<file path="config.mk">
export PLATFORM = sky130hd
export DESIGN_NAME = three_term_recurrence_checksum
export DESIGN_NICKNAME = d
export VERILOG_FILES = /design/src/ttrc_pkg.sv /design/src/ttrc_in_stage.sv /design/src/ttrc_core.sv /design/src/three_term_recurrence_checksum.sv
export SDC_FILE = /design/constraint.sdc
export NUM_CORES = 1
export LEC_CHECK = 0
export ABC_AREA = 1
export BUFFER_PORTS_ARGS = -buffer_cell sky130_fd_sc_hd__buf_2
export CAP_MARGIN = 25
export CORE_MARGIN = 2
export CORE_UTILIZATION = 45
export DETAILED_ROUTE_END_ITERATION = 8
export PLACE_DENSITY = 0.65
export SLEW_MARGIN = 20
export SYNTH_ARGS = -nofsm -noshare
export SYNTH_HDL_FRONTEND = slang
export SYNTH_SLANG_ARGS = --single-unit
</file>
<file path="constraint.sdc">
create_clock -name clk -period 12.7 [get_ports clk]
set_clock_uncertainty 0.1 [all_clocks]
set_input_delay 0.635 -clock clk [delete_from_list [all_inputs] [get_ports clk]]
set_output_delay 0.635 -clock clk [all_outputs]
set_load 0.05 [all_outputs]
</file>
<file path="src/ttrc_pkg.sv">
// Shared types, constants and the term update function of the
// three-term recurrence checksum. No dependencies.
package ttrc_pkg;

  localparam int unsigned ModBase     = 65535;
  localparam int unsigned FirstOffset = 7;
  localparam int unsigned AlphaMul    = 17;
  localparam int unsigned BetaMul     = 31;

  typedef logic [7:0]  data_t;
  typedef logic [7:0]  pos_t;
  typedef logic [15:0] term_t;

  typedef struct packed {
    data_t data_byte;
    logic  last_byte;
  } item_t;

  // new = (byte + alpha) * newer - beta * older, folded modulo 65535;
  // a negative difference yields (diff + 1) mod 65535
  function automatic term_t next_term(data_t b, pos_t pos, term_t newer, term_t older);
    logic [7:0]  alpha;
    logic [7:0]  beta;
    logic [8:0]  coef;
    logic [24:0] plus;
    logic [24:0] minus;
    logic        neg;
    logic [24:0] mag;
    logic [16:0] fold;
    term_t       r;
    alpha = 8'(32'(pos) * AlphaMul);
    beta  = 8'(32'(pos) * BetaMul);
    coef  = {1'b0, b} + {1'b0, alpha};
    plus  = 25'(coef) * 25'(newer);
    minus = 25'(beta) * 25'(older);
    neg   = plus < minus;
    mag   = neg ? (minus - plus - 25'd1) : (plus - minus);
    fold  = {8'b0, mag[24:16]} + {1'b0, mag[15:0]};
    if (fold >= 17'(ModBase)) begin
      fold = fold - 17'(ModBase);
    end
    r = fold[15:0];
    if (neg && (r != '0)) begin
      r = 16'(ModBase) - r;
    end
    return r;
  endfunction

endpackage

</file>
<file path="src/ttrc_in_stage.sv">
// Input register of the checksum block: holds one accepted byte transfer.
// Depends on ttrc_pkg.
module ttrc_in_stage (
  input  logic           clk,
  input  logic           rst,
  input  logic           s_tvalid,
  output logic           s_tready,
  input  logic [7:0]     s_tdata,   // data_byte [7:0]
  input  logic           s_tlast,   // last_byte
  input  logic           take,
  output logic           item_valid,
  output ttrc_pkg::item_t item
);
  import ttrc_pkg::*;

  assign s_tready = !item_valid || take;

  always_ff @(posedge clk) begin
    if (rst) begin
      item_valid <= 1'b0;
    end else if (s_tvalid && s_tready) begin
      item_valid <= 1'b1;
    end else if (take) begin
      item_valid <= 1'b0;
    end
  end

  always_ff @(posedge clk) begin
    if (s_tvalid && s_tready) begin
      item.data_byte <= s_tdata;
      item.last_byte <= s_tlast;
    end
  end

endmodule

</file>
<file path="src/ttrc_core.sv">
// Recurrence state, term update and checksum output register.
// Depends on ttrc_pkg.
module ttrc_core (
  input  logic            clk,
  input  logic            rst,
  input  logic            item_valid,
  input  ttrc_pkg::item_t item,
  output logic            take,
  output logic            m_tvalid,
  input  logic            m_tready,
  output logic [15:0]     m_tdata   // checksum [15:0]
);
  import ttrc_pkg::*;

  term_t older;
  term_t newer;
  pos_t  pos;
  logic  awaiting;
  term_t newer_next;

  assign take = item_valid && (!item.last_byte || !m_tvalid || m_tready);

  always_comb begin
    if (awaiting) begin
      newer_next = {8'b0, item.data_byte} + 16'(FirstOffset);
    end else begin
      newer_next = next_term(item.data_byte, pos, newer, older);
    end
  end

  always_ff @(posedge clk) begin
    if (rst) begin
      older    <= 16'd1;
      newer    <= 16'd1;
      pos      <= '0;
      awaiting <= 1'b1;
      m_tvalid <= 1'b0;
    end else begin
      if (take) begin
        older    <= awaiting ? 16'd1 : newer;
        newer    <= newer_next;
        pos      <= awaiting ? 8'd1 : pos + 8'd1;
        awaiting <= item.last_byte;
      end
      if (take && item.last_byte) begin
        m_tvalid <= 1'b1;
      end else if (m_tready) begin
        m_tvalid <= 1'b0;
      end
    end
  end

  always_ff @(posedge clk) begin
    if (take && item.last_byte) begin
      m_tdata <= newer_next;
    end
  end

endmodule

</file>
<file path="src/three_term_recurrence_checksum.sv">
// Top level of the three-term recurrence checksum.
// Depends on ttrc_pkg, ttrc_in_stage and ttrc_core.
//
// The block takes one message byte per cycle on the slave stream, with tlast
// on the final byte, and returns the 16-bit checksum (0..65534) on the
// master stream once the last byte has passed the input register and the
// checksum register. The term update (two small products, a difference and a
// fold modulo 65535) is combinational between the input register and the
// state and checksum registers. A stalled checksum holds only a following
// last byte; bytes in the middle of the next message keep flowing.
module three_term_recurrence_checksum (
  input  logic        clk,
  input  logic        rst,
  input  logic        s_tvalid,
  output logic        s_tready,
  input  logic [7:0]  s_tdata,   // data_byte [7:0]
  input  logic        s_tlast,   // last_byte
  output logic        m_tvalid,
  input  logic        m_tready,
  output logic [15:0] m_tdata    // checksum [15:0]
);
  import ttrc_pkg::*;

  item_t item;
  logic  item_valid;
  logic  take;

  ttrc_in_stage u_in (
    .clk        (clk),
    .rst        (rst),
    .s_tvalid   (s_tvalid),
    .s_tready   (s_tready),
    .s_tdata    (s_tdata),
    .s_tlast    (s_tlast),
    .take       (take),
    .item_valid (item_valid),
    .item       (item)
  );

  ttrc_core u_core (
    .clk        (clk),
    .rst        (rst),
    .item_valid (item_valid),
    .item       (item),
    .take       (take),
    .m_tvalid   (m_tvalid),
    .m_tready   (m_tready),
    .m_tdata    (m_tdata)
  );

endmodule
</file>
==> impl_results.md <==
* Most frequent cells in the layout: inv_1 (487), nand2_1 (396), fa_1 (195)
* Max Fclk at approximately 80 MHz
* Cells after synthesis at 2188
* # nets final at ~2700
* Slack of the worst reg-to-reg path at roughly 0.27 ns
* Average size of a mapped cell at ~7.2 µm²
* Slew @ Worst Pin at approximately 0.91 ns
* CP delay by family, top: adder cells
* Post-route minimum period at ~12 ns
* DRC Markers at 0
* Hold endpoint: u_in.item[7]
* Hold depth at 1
* Die height at between 150 and 200 µm
* Fillers at approximately 3300
* Initial Utilization at 0.456
* WP data arrival at about 12 ns
* Worst EP required at between 10 and 15 ns
* Vias at between 10000 and 15000
* Routed Antenna Nets at 0
* Reg-to-Reg Start: u_core.pos[2]
* Clock latency on the worst-skew pair at between 0.3 and 0.4 ns
* Hold buffers post-CTS at 0
* Critical path class: flop to flop
* 1st-iter DRT viols at ~960
* Syn_nets at between 2000 and 3000
* Clk buf depth at 2
* Hold crit path type: input pin to flop
* Core area at roughly 35000 µm²
* Commonest non-fill, non-tap cell in the layout: inv_1
* Post-synthesis register bit count at ~70
* Placed Cells at 2750
* Crit path buf inv count at 15
* H-tree depth at 3
* Max FO, Critical Path at 8
* Final Hold Vio Count at 0
* Max Cap Violations at 0
* Final wirelength at roughly 47000 µm
* CP max stage delay at roughly 0.58 ns
* Vias in the first global route at 14200
* Startpoint types: flop
* CTS tree: done
* Initial antenna violation count at 0
* Wire length per cell at ~17 µm
* Largest net degree at the start of global routing at 62
* CTS buffer count at 9
* DR pass1 iterations at 5
* Hold_sp: s_tdata[6]
* RSZ-0062 raised after global routing: true
* Gpl congestion at between 0.9 and 1
* Worst setup EP type: flop
* Post-DR vias/cell at around 5.2
* Port Buf Inserts at 30
* Share of post-route cells with drive strength above 1 at 0.184
* R2R cell count at 80
* First-pass GRT wire length at between 70000 and 80000 µm
* Slew HR at 0.391
* Area growth syn-to-layout at 18.8%
* Final setup fails at 0
* Root Buffer Master: clkbuf_16
* Slew Limit Fails at 0
* Min Hold Slack at between 0.3 and 0.4 ns
* Register area share after synthesis at 0.102
* Worst r2r dst: u_core.m_tdata[2]
* Total GRT Usage at 0.254
* Clock Pin Slew Worst Setup and Hold Paths at approximately 0.060 ns
* Non-Filler Instances at 2800
* Area of the die at approximately 37000 µm²
* Synth cell types at 49
* Row count at 68
* Grt ovf at 0
* Clock Sinks at 68
* Final worst-path cycle share at 0.979
* Outcome: finished clean
* Slowest CP cell: fa_1
* Yosys warns at 0
* Stages on worst setup path at 80
* Post-Synthesis Cell Area at between 15000 and 20000 µm²
* I/O pins at 31
* Ant. Diodes at 0
* DIE WIDTH at roughly 190 µm
* DP Wirelength at roughly 39000 µm
==> cells by family after synthesis <==
family	count (synthesis)	synth area share
AOI/OAI and AO/OA	269	0.0958
xor gates and xnor gates	95	0.0528
buffers and inverters	566	0.140
and+or+nand+nor	821	0.223
adders and majority gates	369	0.387
DFF	68	0.102
==> cell usage after synthesis, drive strengths merged <==
master,number,share of area
xnor2,31,0.017
o211ai,5,0.0024
o221a,1,0.00071
a21oi,133,0.043
ha,172,0.14
a311oi,1,0.00056
a211oi,19,0.0090
or2,9,0.0036
nor4,2,0.00079
xor2,64,0.036
o21a,7,0.0033
dfxtp,43,0.055
edfxtp,25,0.048
clkbuf,43,0.010
o21ai,76,0.024
nand4,16,0.0064
nor3b,2,0.00095
and2,1,0.00040
nand3b,6,0.0029
a31oi,8,0.0032
o21bai,6,0.0029
a2111oi,1,0.00056
inv,506,0.12
a21boi,1,0.00048
buf,17,0.0087
o221ai,1,0.00056
nor2,203,0.050
nand2,457,0.12
fa,197,0.25
o31ai,1,0.00048
o311ai,1,0.00056
nand3,109,0.037
a21o,8,0.0038
nor3,16,0.0051
==> stage by stage <==
step | area, µm² | worst slack (ns) | utilization | TNS, ns
final | 18700 | 0.267 | 0.542 | 0
after global routing | 18700 | -0.344 | 0.542 | -9.73
after CTS | 17700 | 0.0110 | 0.514 | 0
after detailed placement | 17200 | -0.316 | 0.499 | -8.61
after global placement | 17200 | -0.173 | 0.499 | -3.66
after floorplan | 15800 | 0.0181 | - | 0
==> timing repair <==
item	CTS	global route
cloned	3	1
buffers inserted	3	27
resized for setup	30	182
setup endpoints to repair	32	32
pin swaps	11	108
==> layer usage <==
layer  vias up  GRT usage  wire length (µm)
li1       7002          -                 -
met1      6973      0.332             19900
met2       444      0.437             22800
met3        90     0.0252              2470
met4         0     0.0864              1540
met5         -          0                 0
==> how the worst max path moves through the flow <==
stage | startpoint | end
5_1_grt | u_core.pos[2] | u_core.newer[0]
3_3_place_gp | u_core.pos[1] | u_core.m_tdata[15]
6_report | u_core.pos[2] | u_core.m_tdata[2]
2_1_floorplan | u_core.pos[3] | u_core.m_tdata[9]
4_1_cts | u_core.pos[1] | u_core.newer[8]
3_5_place_dp | u_core.pos[1] | u_core.m_tdata[13]
==> flip-flops by register name, summed over array words and instances (netlist names) <==
signal / flops
u_core.older: 16
u_in.item_valid: 1
u_core.newer: 16
u_in.item: 9
u_core.m_tdata: 16
u_core.awaiting: 1
u_core.pos: 8
u_core.m_tvalid: 1
==> area by class of cell <==
class,instances,area (µm²),area share
clock inverter,5,31.3,0.00167
timing repair buffer,198,1480,0.0788
inverter,506,1910,0.102
clock buffer,11,264,0.0141
sequential,68,1620,0.0864
multi-input combinational,1557,12900,0.687
tap,455,569,0.0304
Power is left out: the tool's default activity adds up to more than one toggle a clock period on the data nets, which glitch-free logic cannot reach.
